<file path="src/design/gated_broadcast_ring_buffer_assert.svh">
// Assertion macros shared by the ring buffer RTL
`ifndef GATED_BROADCAST_RING_BUFFER_ASSERT_SVH
`define GATED_BROADCAST_RING_BUFFER_ASSERT_SVH
`ifndef ASSERT_OFF
// same-cycle implication, checked on every rising edge outside reset
`define GBRB_ASSERT_IMP(lbl, ante, cons, msg) \
    lbl: assert property (@(posedge clk) disable iff (!rst_n) (ante) |-> (cons)) \
        else $error(msg);
// next-cycle implication
`define GBRB_ASSERT_NXT(lbl, ante, cons, msg) \
    lbl: assert property (@(posedge clk) disable iff (!rst_n) (ante) |=> (cons)) \
        else $error(msg);
`else
`define GBRB_ASSERT_IMP(lbl, ante, cons, msg)
`define GBRB_ASSERT_NXT(lbl, ante, cons, msg)
`endif
`endif

</file>
<file path="src/design/gbrb_pkg.sv">
// Shared types and constants for the gated broadcast ring buffer
package gbrb_pkg;

    // sizing
    localparam int RING_DEPTH  = 1024;
    localparam int MAX_READERS = 8;
    localparam int SEQ_W       = 48;
    localparam int DATA_W      = 64;
    localparam int READER_W    = 3;
    localparam int ACT_W       = 4;
    localparam int ADDR_W      = $clog2(RING_DEPTH);
    localparam int IDX_W       = (MAX_READERS > 1) ? $clog2(MAX_READERS) : 1;
    localparam int CNT_W       = $clog2(MAX_READERS + 1);

    // sequence constants
    localparam logic signed [SEQ_W-1:0] SEQ_MAX       = {1'b0, {(SEQ_W-1){1'b1}}};
    localparam logic signed [SEQ_W-1:0] SEQ_MINUS_ONE = '1;
    localparam logic signed [SEQ_W-1:0] SEQ_ONE       = SEQ_W'(1);
    localparam logic signed [SEQ_W-1:0] SEQ_DEPTH     = SEQ_W'(RING_DEPTH);
    localparam logic [ACT_W-1:0]        ACTIVE_RESET  = ACT_W'(4);

    typedef enum logic [1:0] {
        OP_PUBLISH = 2'd0,
        OP_READ    = 2'd1,
        OP_RELEASE = 2'd2,
        OP_NOP     = 2'd3
    } op_t;

    typedef enum logic [1:0] {
        ST_OK         = 2'd0,
        ST_FULL       = 2'd1,
        ST_NOT_AVAIL  = 2'd2,
        ST_BAD_READER = 2'd3
    } status_t;

    typedef struct packed {
        op_t                       op;
        logic [READER_W-1:0]       reader;
        logic signed [SEQ_W-1:0]   seq_in;
        logic [DATA_W-1:0]         payload_in;
    } req_t;

    typedef struct packed {
        status_t                   status;
        logic signed [SEQ_W-1:0]   seq_out;
        logic [DATA_W-1:0]         payload_out;
    } rsp_t;

    // controller to datapath
    typedef struct packed {
        logic capture;
        logic exec;
        logic scan_step;
        logic scan_end;
        logic read_done;
        logic load_out;
    } dp_cmd_t;

    // datapath to controller
    typedef struct packed {
        op_t  op;
        logic need_scan;
        logic scan_done;
    } dp_sts_t;

endpackage

</file>
<file path="src/design/gbrb_ctrl.sv">
// Controller: item sequencing and output register handshake
`include "gated_broadcast_ring_buffer_assert.svh"
module gbrb_ctrl import gbrb_pkg::*; (
    input  logic    clk,
    input  logic    rst_n,
    input  logic    req_valid,
    output logic    req_stall,
    output logic    rsp_valid,
    input  logic    rsp_stall,
    output dp_cmd_t cmd,
    input  dp_sts_t sts
);

    typedef enum logic [2:0] {
        S_IDLE,
        S_EXEC,
        S_SCAN,
        S_READ,
        S_FINISH
    } state_t;

    state_t state_reg, state_next;
    logic   rsp_valid_reg, rsp_valid_next;
    logic   out_free;

    assign out_free  = !rsp_valid_reg || !rsp_stall;
    assign req_stall = state_reg != S_IDLE;
    assign rsp_valid = rsp_valid_reg;

    // sequencing and commands
    always_comb
    begin
        state_next     = state_reg;
        rsp_valid_next = rsp_valid_reg && rsp_stall;
        cmd            = '0;

        unique case (state_reg)
            S_IDLE:
            begin
                if (req_valid)
                begin
                    cmd.capture = 1'b1;
                    state_next  = S_EXEC;
                end
            end
            S_EXEC:
            begin
                cmd.exec = 1'b1;
                unique case (sts.op)
                    OP_PUBLISH: state_next = sts.need_scan ? S_SCAN : S_FINISH;
                    OP_READ:    state_next = S_READ;
                    OP_RELEASE: state_next = S_FINISH;
                    OP_NOP:     state_next = S_FINISH;
                endcase
            end
            S_SCAN:
            begin
                if (sts.scan_done)
                begin
                    cmd.scan_end = 1'b1;
                    state_next   = S_FINISH;
                end
                else
                begin
                    cmd.scan_step = 1'b1;
                end
            end
            S_READ:
            begin
                cmd.read_done = 1'b1;
                state_next    = S_FINISH;
            end
            S_FINISH:
            begin
                if (out_free)
                begin
                    cmd.load_out   = 1'b1;
                    rsp_valid_next = 1'b1;
                    state_next     = S_IDLE;
                end
            end
            default:
            begin
                state_next = S_IDLE;
            end
        endcase
    end

    // state and registered outputs
    always_ff @(posedge clk or negedge rst_n)
    begin
        if (!rst_n)
        begin
            state_reg     <= S_IDLE;
            rsp_valid_reg <= 1'b0;
        end
        else
        begin
            state_reg     <= state_next;
            rsp_valid_reg <= rsp_valid_next;
        end
    end

    // a result never overwrites one that is still waiting
    `GBRB_ASSERT_IMP(a_load_when_free, cmd.load_out, !rsp_valid_reg || !rsp_stall, "output overwritten")
    // a finished scan always hands over to the result stage
    `GBRB_ASSERT_NXT(a_scan_exit, state_reg == S_SCAN && sts.scan_done, state_reg == S_FINISH, "scan did not finish")
    // an accepted item is executed in the next cycle
    `GBRB_ASSERT_NXT(a_accept_exec, req_valid && !req_stall, state_reg == S_EXEC, "accepted item not executed")

endmodule

</file>
<file path="config.mk">
export PLATFORM = sky130hd
export DESIGN_NAME = gbrb_ctrl
export DESIGN_NICKNAME = d
export VERILOG_FILES = /design/src/design/gbrb_pkg.sv /design/src/design/gbrb_ctrl.sv
export VERILOG_INCLUDE_DIRS = /design/src /design/src/design
export SDC_FILE = /design/constraint.sdc
export NUM_CORES = 1
export LEC_CHECK = 0
export BUFFER_PORTS_ARGS = -buffer_cell sky130_fd_sc_hd__buf_4
export CORE_AREA = 2 2 39 41
export CTS_CLUSTER_SIZE = 24
export DETAILED_ROUTE_END_ITERATION = 6
export DIE_AREA = 0 0 41 43
export SLEW_MARGIN = 20
export SYNTH_ARGS = -nofsm -noshare
export SYNTH_HDL_FRONTEND = slang
export SYNTH_SLANG_ARGS = --single-unit
</file>
<file path="constraint.sdc">
create_clock -name clk -period 2 [get_ports clk]
set_input_delay 0.1 -clock clk [delete_from_list [all_inputs] [get_ports clk]]
set_output_delay 0.1 -clock clk [all_outputs]
set_load 0.005 [all_outputs]
</file>
==> reports/metrics.yaml, run 1 <==
synth_area_leaders: "dfrtp_1, nor4b_4, nand2_1"
tightest_slew_ns: 0.324
die_area_sq_mm: 0.00176
utilization_pct: 30.3
path_cells: "or3_4 -> nor2_2 -> buf_4"
max_stage_delay_ns: 0.48
critPathSlowestCell: "dfrtp_1"
rows: 14
viasPerCell: 4.16
clkSlewWorstSetupHoldPaths_ns: 0.04
cts_resized: 0
cp.arrival_ns: 1.31
peakVddDrop_v: 0.000245
cts-root-buf: "clkbuf_4"
synth_nets: 36
status: "finished, final reports clean"
clock-sinks: 4
final_area_sq_um: 419
synthCells: 28
relSlewSlack_pct: 78.4
fin_nets: 56
synth_edf_count: 0
syn_area_sq_um: 265
antenna_found_initial: 0
drtIter0Drc: 6
worstPathMaxFanout: 10
grt_pass1_wl_um: 903
setup_viol: 0
worst_setup_path_end_kind: "output port"
startpoint: "state_reg[0]"
path_delay_family: "simple AND/OR/NAND/NOR gates"
core_area_sq_mm: 0.00138
drtAntennaViolNets: 0
max_cap_violations: 0
fin_setup_tns_ns: 0
die_h_um: 43
syn2layout_area_growth_pct: 58.0
synthTopCellsByCount: "dfrtp_1, nand2_1"
h-tree-depth: 1
rsz0062_at_grt: "false"
synth_top_cell_area_share_pct: 37.7
hp-start: "rsp_stall"
required_ns: 1.90
place_hpwl_um: 455
critical_path.startpoint_type: "register"
fmax_mhz: 708
synthFlopType: "dfrtp_1"
fillerInstances: 154
syn_avg_cell_area_sq_um: 9.47
cts-buffers-inserted: 3
ys_seq_area_share_pct: 37.7
routed_wl_um: 598
synth_seq_cells: 4
ys_warn_count: 0
port_buffers: 15
clock_path_buffers: 2
hold_viol: 0
grt_usage_pct: 8.05
worstSetupPathType: "register to output port"
drc_errors: 0
wl_per_cell_um: 9.65
dr_total_vias: 258
cts_tree: "built"
first_pass_iters: 3
largest_reg_flops: 3
finClkSkew_ns: 0.000168
die_w_um: 41
hold_class: "input port to register"
placed_cell_area_sq_um: 387
period_needed_ns: 1.41
diodes: 0
async_reset_ff_share_pct: 100
synth_top_area_cell: "dfrtp_1"
yosysUniqueCellTypes: 17
drive_above_1_share_pct: 47.8
slew_violations: 0
initial_core_util_pct: 19.2
rr_startpoint: "state_reg[0]"
leakage_uw: 0.000209
fin_crit_sh_pct: 70.6
grt_pass1_vias: 235
critPathBufInv: 1
grt_max_degree: 11
place_congestion: 0.704
io_pins: 16
cellPowerDensity_mw_per_mm2: 1180
overflow: 0
clk_latency_ns: 0.23
-- worst min-delay path, delay by kind of cell --
| family | cells | cell delay [ns] |
|---|---|---|
| buffers and inverters | 1 | 0.09 |
| and+or+nand+nor | 2 | 0.09 |
-- placed cells by master, fill, tap and decap left out --
cell type / netlist / final
o21a_1: 1 / 1
nand3b_1: 1 / 1
and2_1: 1 / 1
nor2_2: 1 / 1
nor2_1: 2 / 2
or3_4: 1 / 1
o21bai_1: 2 / 2
a21oi_1: 2 / 2
nand4_1: 1 / 1
nand2_1: 4 / 4
nor4b_4: 1 / 1
dlygate4sd3_1: 0 / 1
o21ai_0: 2 / 2
inv_1: 2 / 2
clkbuf_4: 0 / 3
buf_4: 0 / 15
and3b_2: 1 / 1
dfrtp_1: 4 / 4
nor4bb_1: 1 / 1
-- metal layers --
metal	track usage (%)	wire length (um)	vias up
met1	10.4	265	116
met4	10.0	0	0
met3	1.57	35	0
li1	-	-	135
met5	0	0	-
met2	9.38	297	7
-- final timing paths --
check | cells past startpoint | slack, ns | end
setup / recovery | 3 | 0.59 | cmd[5]
hold / removal | 3 | 0.08 | rsp_valid
setup reg to reg | 3 | 0.95 | state_reg[2]
hold reg to reg | 2 | 0.53 | rsp_valid
max in group asynchronous | 2 | 1.70 | rsp_valid
min in group asynchronous | 2 | 0.20 | state_reg[1]
-- layout make-up --
cell class                      count  area, sq um  area share, %
Sequential cell                     4          100           23.9
Tap cell                           16         20.0           4.78
Multi-Input combinational cell     21          146           34.9
Inverter                            2         7.51           1.79
Timing Repair Buffer               16          123           29.3
Clock buffer                        3         22.5           5.37
-- per-stage QoR --
step	worst slack [ns]	hold slack, ns	cells	power, uW
3_5_place_dp	0.826	-0.104	58	395
2_1_floorplan	0.952	-0.196	28	298
3_3_place_gp	0.843	-0.103	58	390
5_1_grt	0.532	0.0753	62	537
6_report	0.587	0.0820	62	493
4_1_cts	0.575	0.0713	62	500
-- power breakdown --
part / switching (uW) / internal, uW
clock network: 31.8 / 67.0
logic: 81.5 / 137
registers: 64.0 / 111
total: 177 / 316
-- logic make-up (layout without fill, tap and decap cells) --
logic type	after synthesis	after routing	synth area share (%)
and+or+nand+nor	14	14	39.2
AOI/OAI and AO/OA	7	7	16.0
DFF	4	4	37.7
buffers and inverters	3	21	7.08
-- timing repair --
item,4_1_cts,5_1_grt
hold endpoints to repair,4,0
setup endpoints to repair,0,0
setup buffers,0,0
hold buffers,1,0
No activity file was read; power rests on OpenSTA's default activity.
==> run 2, diff against run 1 <==
ABC_AREA = 1   (was not set)
clock period = 1.3 ns   (was 2 ns; I/O delays follow)
==> run 2 against run 1 <==
Compared with the run above:
- combinational power grew 81%
- die area is the same
- via count grew 13%
- global-route usage grew 0.73 points
- critical endpoint is now cmd[3]
==> reports/metrics.yaml, run 2 <==
cts_tree: "built"  # unchanged
syn_avg_cell_area_sq_um: 6.73  # was 9.47 sq um
setup_viol: 0  # unchanged
synth_seq_cells: 4  # unchanged
period_needed_ns: 1.21
synth_top_family_by_area: "simple AND/OR/NAND/NOR gates"  # unchanged
synthFlopType: "dfrtp_1"  # unchanged
rows: 14  # unchanged
synth_compound_area_share_pct: 11.1  # was 16.0%
status: "finished, final reports clean"  # unchanged
ys_seq_area_share_pct: 40.2  # was 37.7%
diodes: 0  # unchanged
peakVddDrop_v: 0.000523  # was 0.000245 V
synth_edf_count: 0  # unchanged
synthTopCellsByCount: "inv_1, nand2_1, nor2_1, dfrtp_1, nand3_1"  # was dfrtp_1, nand2_1
syn2layout_area_growth_pct: 67.3  # was 58.0%
yosys.area_share.adder_pct: 0  # unchanged
wl_per_cell_um: 8.17  # was 9.65 um
dr_total_vias: 291  # was 258
synth_area_leaders: "dfrtp_1, inv_1, nand2_1"  # was dfrtp_1, nor4b_4, nand2_1
cp.arrival_ns: 1.14  # was 1.31 ns
viasPerCell: 4.04  # was 4.16
largest_reg_flops: 3  # unchanged
fin_nets: 66  # was 56
leakage_uw: 0.000258  # was 0.000209 uW
place_congestion: 0.816  # was 0.704
io_pins: 16  # unchanged
grt_pass1_wl_mm: 1.00  # was 903 um
cts-buffers-inserted: 3  # unchanged
drc_errors: 0  # unchanged
syn_area_sq_um: 249  # was 265 sq um
hold_class: "input port to register"  # unchanged
grt_usage_pct: 8.78  # was 8.05%
worstPathMaxFanout: 7  # was 10
die_w_um: 41  # unchanged
cts-root-buf: "clkbuf_4"  # unchanged
antenna_found_initial: 0  # unchanged
port_buffers: 15  # unchanged
fillerInstances: 155  # was 154
clkSlewWorstSetupHoldPaths_ns: 0.04  # about the same
tightest_slew_ns: 0.220  # was 0.324 ns
final_cell_mix: "buf_4, inv_1, nand2_1"  # was buf_4, nand2_1, dfrtp_1
h-tree-depth: 1  # unchanged
drtIter0Drc: 8  # was 6
finClkSkew_ns: 0.00537  # was 0.000168 ns
synth_top_cell_area_share_pct: 40.2  # was 37.7%
die_h_um: 43  # unchanged
clock-sinks: 4  # unchanged
synth_most_common_cell: "inv_1"
core_area_sq_mm: 0.00138  # unchanged
yosysUniqueCellTypes: 12  # was 17
relSlewSlack_pct: 85.2  # was 78.4%
synth_nets: 45  # was 36
fin_setup_tns_ns: 0  # unchanged
fin_crit_sh_pct: 92.8
cellPowerDensity_mw_per_mm2: 1840  # was 1180 mW/mm^2
max_cap_violations: 0  # unchanged
initial_core_util_pct: 18.0  # was 19.2%
fmax_mhz: 829
ys_warn_count: 0  # unchanged
overflow: 0  # unchanged
hold_viol: 0  # unchanged
critical_path.startpoint_type: "register"  # unchanged
async_reset_ff_share_pct: 100  # unchanged
synth_top_area_cell: "dfrtp_1"  # unchanged
synth-simple-area-share_pct: 33.7  # was 39.2%
synthXorXnorAreaFrac_pct: 0  # unchanged
synthCells: 37  # was 28
synth_mux_area_share_pct: 0  # unchanged
required_ns: 1.24  # was 1.90 ns
final_common_cell: "buf_4"  # unchanged
grt_pass1_vias: 273  # was 235
slew_violations: 0  # unchanged
first_pass_iters: 4  # was 3
postCtsSetupBuffers: 0  # unchanged
worst_setup_path_end_kind: "output port"  # unchanged
routed_wl_um: 588  # was 598 um
place_hpwl_um: 494  # was 455 um
clk_latency_ns: 0.23  # about the same
drtAntennaViolNets: 0  # unchanged
drive_above_1_share_pct: 35.7  # was 47.8%
grt_max_degree: 8  # was 11
die_area_sq_mm: 0.00176  # unchanged
rsz0062_at_grt: "false"  # unchanged
power_uw: 768  # was 493 uW
worstSetupPathType: "register to output port"  # unchanged
clock_path_buffers: 2  # unchanged
## run 2: changes by cell type after synthesis, moves of 2 or more
cell	change
nand3_1	+3
nor2_1	+3
nand2_1	+2
inv_1	+8
## run 2: final timing paths
kind	slack [ns]	endpoint	cells past startpoint	start
max	0.09	cmd[3]	4	state_reg[2]
min	0.06	rsp_valid	3	rsp_stall
max reg2reg	0.31	state_reg[2]	4	state_reg[2]
min reg2reg	0.50	rsp_valid	2	rsp_valid
max in group asynchronous	1.03	state_reg[1]	2	rst_n
min in group asynchronous	0.17	state_reg[0]	2	rst_n
## run 2: cells by family (layout without fill, tap and decap cells)
family	after synthesis	in the layout
compound gates	5	5
buf+inv	10	29
flops	4	4
simple gates	18	18
## run 2: what timing repair did
| item | 4_1_cts | 5_1_grt |
|---|---|---|
| hold buffers | 1 | 0 |
| gates resized for setup | 0 | 1 |
| hold endpoints to repair | 4 | 0 |
| endpoints found under the setup margin | 0 | 2 |
## run 2: layout make-up
type,instances,area (sq um),area share [%]
repair buffers,16,123,29.4
well taps,16,20.0,4.80
clock buffers,3,22.5,5.41
inverters,10,37.5,9.01
flip-flops and latches,4,100,24.0
multi-input cells,23,114,27.3
## run 2: report_power, final
group	leakage, uW	internal, uW	switching [uW]	total [uW]
registers	0.0000520	178	46.7	225
clock network	0.0000138	103	44.6	147
logic	0.000192	190	206	396
## run 2: routing by layer
layer / track usage, % / part of all wire [%]
met2: 11.9 / 54
met5: 0 / 0
met1: 10.1 / 42
met4: 6.00 / 0
met3: 4.71 / 4.1
## run 2: critical path, stage by stage (launching register included)
cell	delay [ns]
dfrtp_1	0.43
nor2_1	0.20
nand3_2	0.11
inv_1	0.08
buf_4	0.10
## run 2: metrics by stage
step,instances,hold slack [ns],utilization (%),instance area (sq um),worst slack (ns)
4_1_cts,72,0.0550,29.9,414,0.0540
3_3_place_gp,68,-0.136,27.6,382,0.291
6_report,72,0.0566,30.1,417,0.0934
2_1_floorplan,37,-0.231,-,249,0.384
3_5_place_dp,68,-0.137,27.6,382,0.306
5_1_grt,72,0.0857,30.1,417,0.00705
==> run 3, diff against run 2 <==
==> constraint.sdc (replaced) <==
create_clock -name clk -period 1.3 [get_ports clk]
set_input_delay 0.39 -clock clk [delete_from_list [all_inputs] [get_ports clk]]
set_output_delay 0.39 -clock clk [all_outputs]
set_load 0.005 [all_outputs]
==> run 3 against run 2 <==
Compared with the run above:
- the flow now finishes with violations (negative setup slack)
- global-route usage increased by 2.0 points
- worst setup slack got worse by 0.27 ns
- non-clock buffer count is 12 higher
- count of clock-buffer cells in the layout stayed put
- cell area rose by 32%
- worst hold slack improved by 0.32 ns
- via count up 25%
- clock power grew 5%
- critical endpoint is now cmd[5]
- largest cell class unchanged
==> reports/metrics.yaml, run 3 (synthesis gave the netlist of run 2 again) <==
fillerInstances: 138  # was 155
fin_setup_tns_ns: -1.11  # was 0 ns
antenna_found_initial: 0  # unchanged
cts_tree: "built"  # unchanged
syn2layout_area_growth_pct: 121  # was 67.3%
post-place-ws_ns: -0.0442  # was 0.306 ns
fin_nets: 78  # was 66
worstSetupPathType: "register to output port"  # unchanged
hold_viol: 0  # unchanged
status: "complete, but fails checks"  # was finished, final reports clean
port_buffers: 15  # unchanged
h-tree-depth: 1  # unchanged
relSlewSlack_pct: 85.5  # was 85.2%
fin_crit_sh_pct: 114  # was 92.8%
grt_max_degree: 8  # unchanged
clock-sinks: 4  # unchanged
setup_viol: 7  # was 0
grt_pass1_vias: 323  # was 273
drc_errors: 0  # unchanged
die_area_sq_mm: 0.00176  # unchanged
final_common_cell: "buf_4"  # unchanged
place_congestion: 0.787  # was 0.816
rows: 14  # unchanged
core_area_sq_mm: 0.00138  # unchanged
die_h_um: 43  # unchanged
cts-root-buf: "clkbuf_4"  # unchanged
required_ns: 0.91  # was 1.24 ns
critical_path.startpoint_type: "register"  # unchanged
diodes: 0  # unchanged
leakage_uw: 0.000313  # was 0.000258 uW
viasPerCell: 4.35  # was 4.04
hold_class: "input port to register"  # unchanged
grt_usage_pct: 10.8  # was 8.78%
cellPowerDensity_mw_per_mm2: 2030  # was 1840 mW/mm^2
drtIter0Drc: 16  # was 8
first_pass_iters: 4  # unchanged
initial_core_util_pct: 18.0  # unchanged
final_cell_mix: "buf_4, inv_1, inv_2, nand2_1"  # was buf_4, inv_1, nand2_1
clk_latency_ns: 0.24  # was 0.23 ns
place_hpwl_um: 511  # was 494 um
placed_cell_area_sq_um: 404  # was 382 sq um
cp.arrival_ns: 1.09  # was 1.14 ns
worstPathMaxFanout: 3  # was 7
max_cap_violations: 0  # unchanged
overflow: 0  # unchanged
rsz0062_at_grt: "true"  # was false
die_w_um: 41  # unchanged
fin_ws_ns: -0.178  # was 0.0934 ns
tightest_slew_ns: 0.215  # was 0.220 ns
grt_pass1_wl_mm: 1.25  # was 1.00 mm
violations: "negative setup slack"
drtAntennaViolNets: 0  # unchanged
clkSlewWorstSetupHoldPaths_ns: 0.04  # about the same
worst_setup_path_end_kind: "output port"  # unchanged
fmax_mhz: 677  # was 829 MHz
dr_total_vias: 365  # was 291
cts-buffers-inserted: 3  # unchanged
final_area_sq_um: 549  # was 417 sq um
drive_above_1_share_pct: 64.7  # was 35.7%
largest_reg_flops: 3  # unchanged
peakVddDrop_v: 0.000904  # was 0.000523 V
clock_path_buffers: 2  # unchanged
period_needed_ns: 1.48  # was 1.21 ns
routed_wl_um: 792  # was 588 um
finClkSkew_ns: 0.00112  # was 0.00537 ns
wl_per_cell_um: 9.43  # was 8.17 um
io_pins: 16  # unchanged
slew_violations: 0  # unchanged
==> run 3: cell types whose count changed in the layout (fill, tap and decap cells not counted), sizes merged <==
cell,before,now
buf,15,27
==> run 3: critical path, cell delays in order, from the launching register on <==
cell	delay [ns]
dfrtp_1	0.42
nor2_4	0.15
nand2_2	0.08
nor2_1	0.09
buf_4	0.11
==> run 3: per-layer routing <==
layer	GRT usage [%]	share of wire (%)
met5	0	0
met1	12.8	39
met4	8.00	5.3
met3	3.14	5.4
met2	15.6	51
==> run 3: path summary, 6_finish.rpt <==
kind / start / endpoint / slack, ns / cells past startpoint
setup / recovery: state_reg[0] / cmd[5] / -0.18 / 4
min in group asynchronous: rst_n / state_reg[0] / 0.49 / 2
hold / removal: rsp_stall / rsp_valid / 0.37 / 3
max in group asynchronous: rst_n / state_reg[2] / 0.70 / 2
setup reg to reg: state_reg[1] / state_reg[2] / 0.09 / 7
hold reg to reg: rsp_valid / rsp_valid / 0.49 / 2
==> run 3: through the flow <==
stage / util [%] / cells / total power, uW / hold WS, ns
5_1_grt: 39.7 / 84 / 1190 / 0.413
3_5_place_dp: 29.2 / 71 / 668 / 0.189
6_report: 39.7 / 84 / 1120 / 0.374
4_1_cts: 36.3 / 79 / 994 / 0.374
2_1_floorplan: - / 37 / 422 / 0.0944
3_3_place_gp: 29.2 / 71 / 663 / 0.188
==> run 3: what timing repair did <==
item                                    CTS  global route
hold buffers                              1             0
endpoints found under the setup margin    7             7
pin swaps                                 2             5
resized for setup                        11             6
setup buffers                             4             5
hold endpoints to repair                  4             0
==> run 3: cell type report <==
cell class | instances | area, sq um | area share [%]
timing repair buffer | 28 | 220 | 40.1
multi-input combinational | 23 | 148 | 26.9
sequential | 4 | 101 | 18.5
inverter | 10 | 37.5 | 6.83
clock buffer | 3 | 22.5 | 4.10
tap | 16 | 20.0 | 3.64
==> run 3: power by group <==
group	total [uW]	leakage, uW	switching [uW]	internal [uW]
sequential	257	0.0000506	77.4	180
clock	155	0.0000138	51.4	103
combinational	706	0.000249	290	416
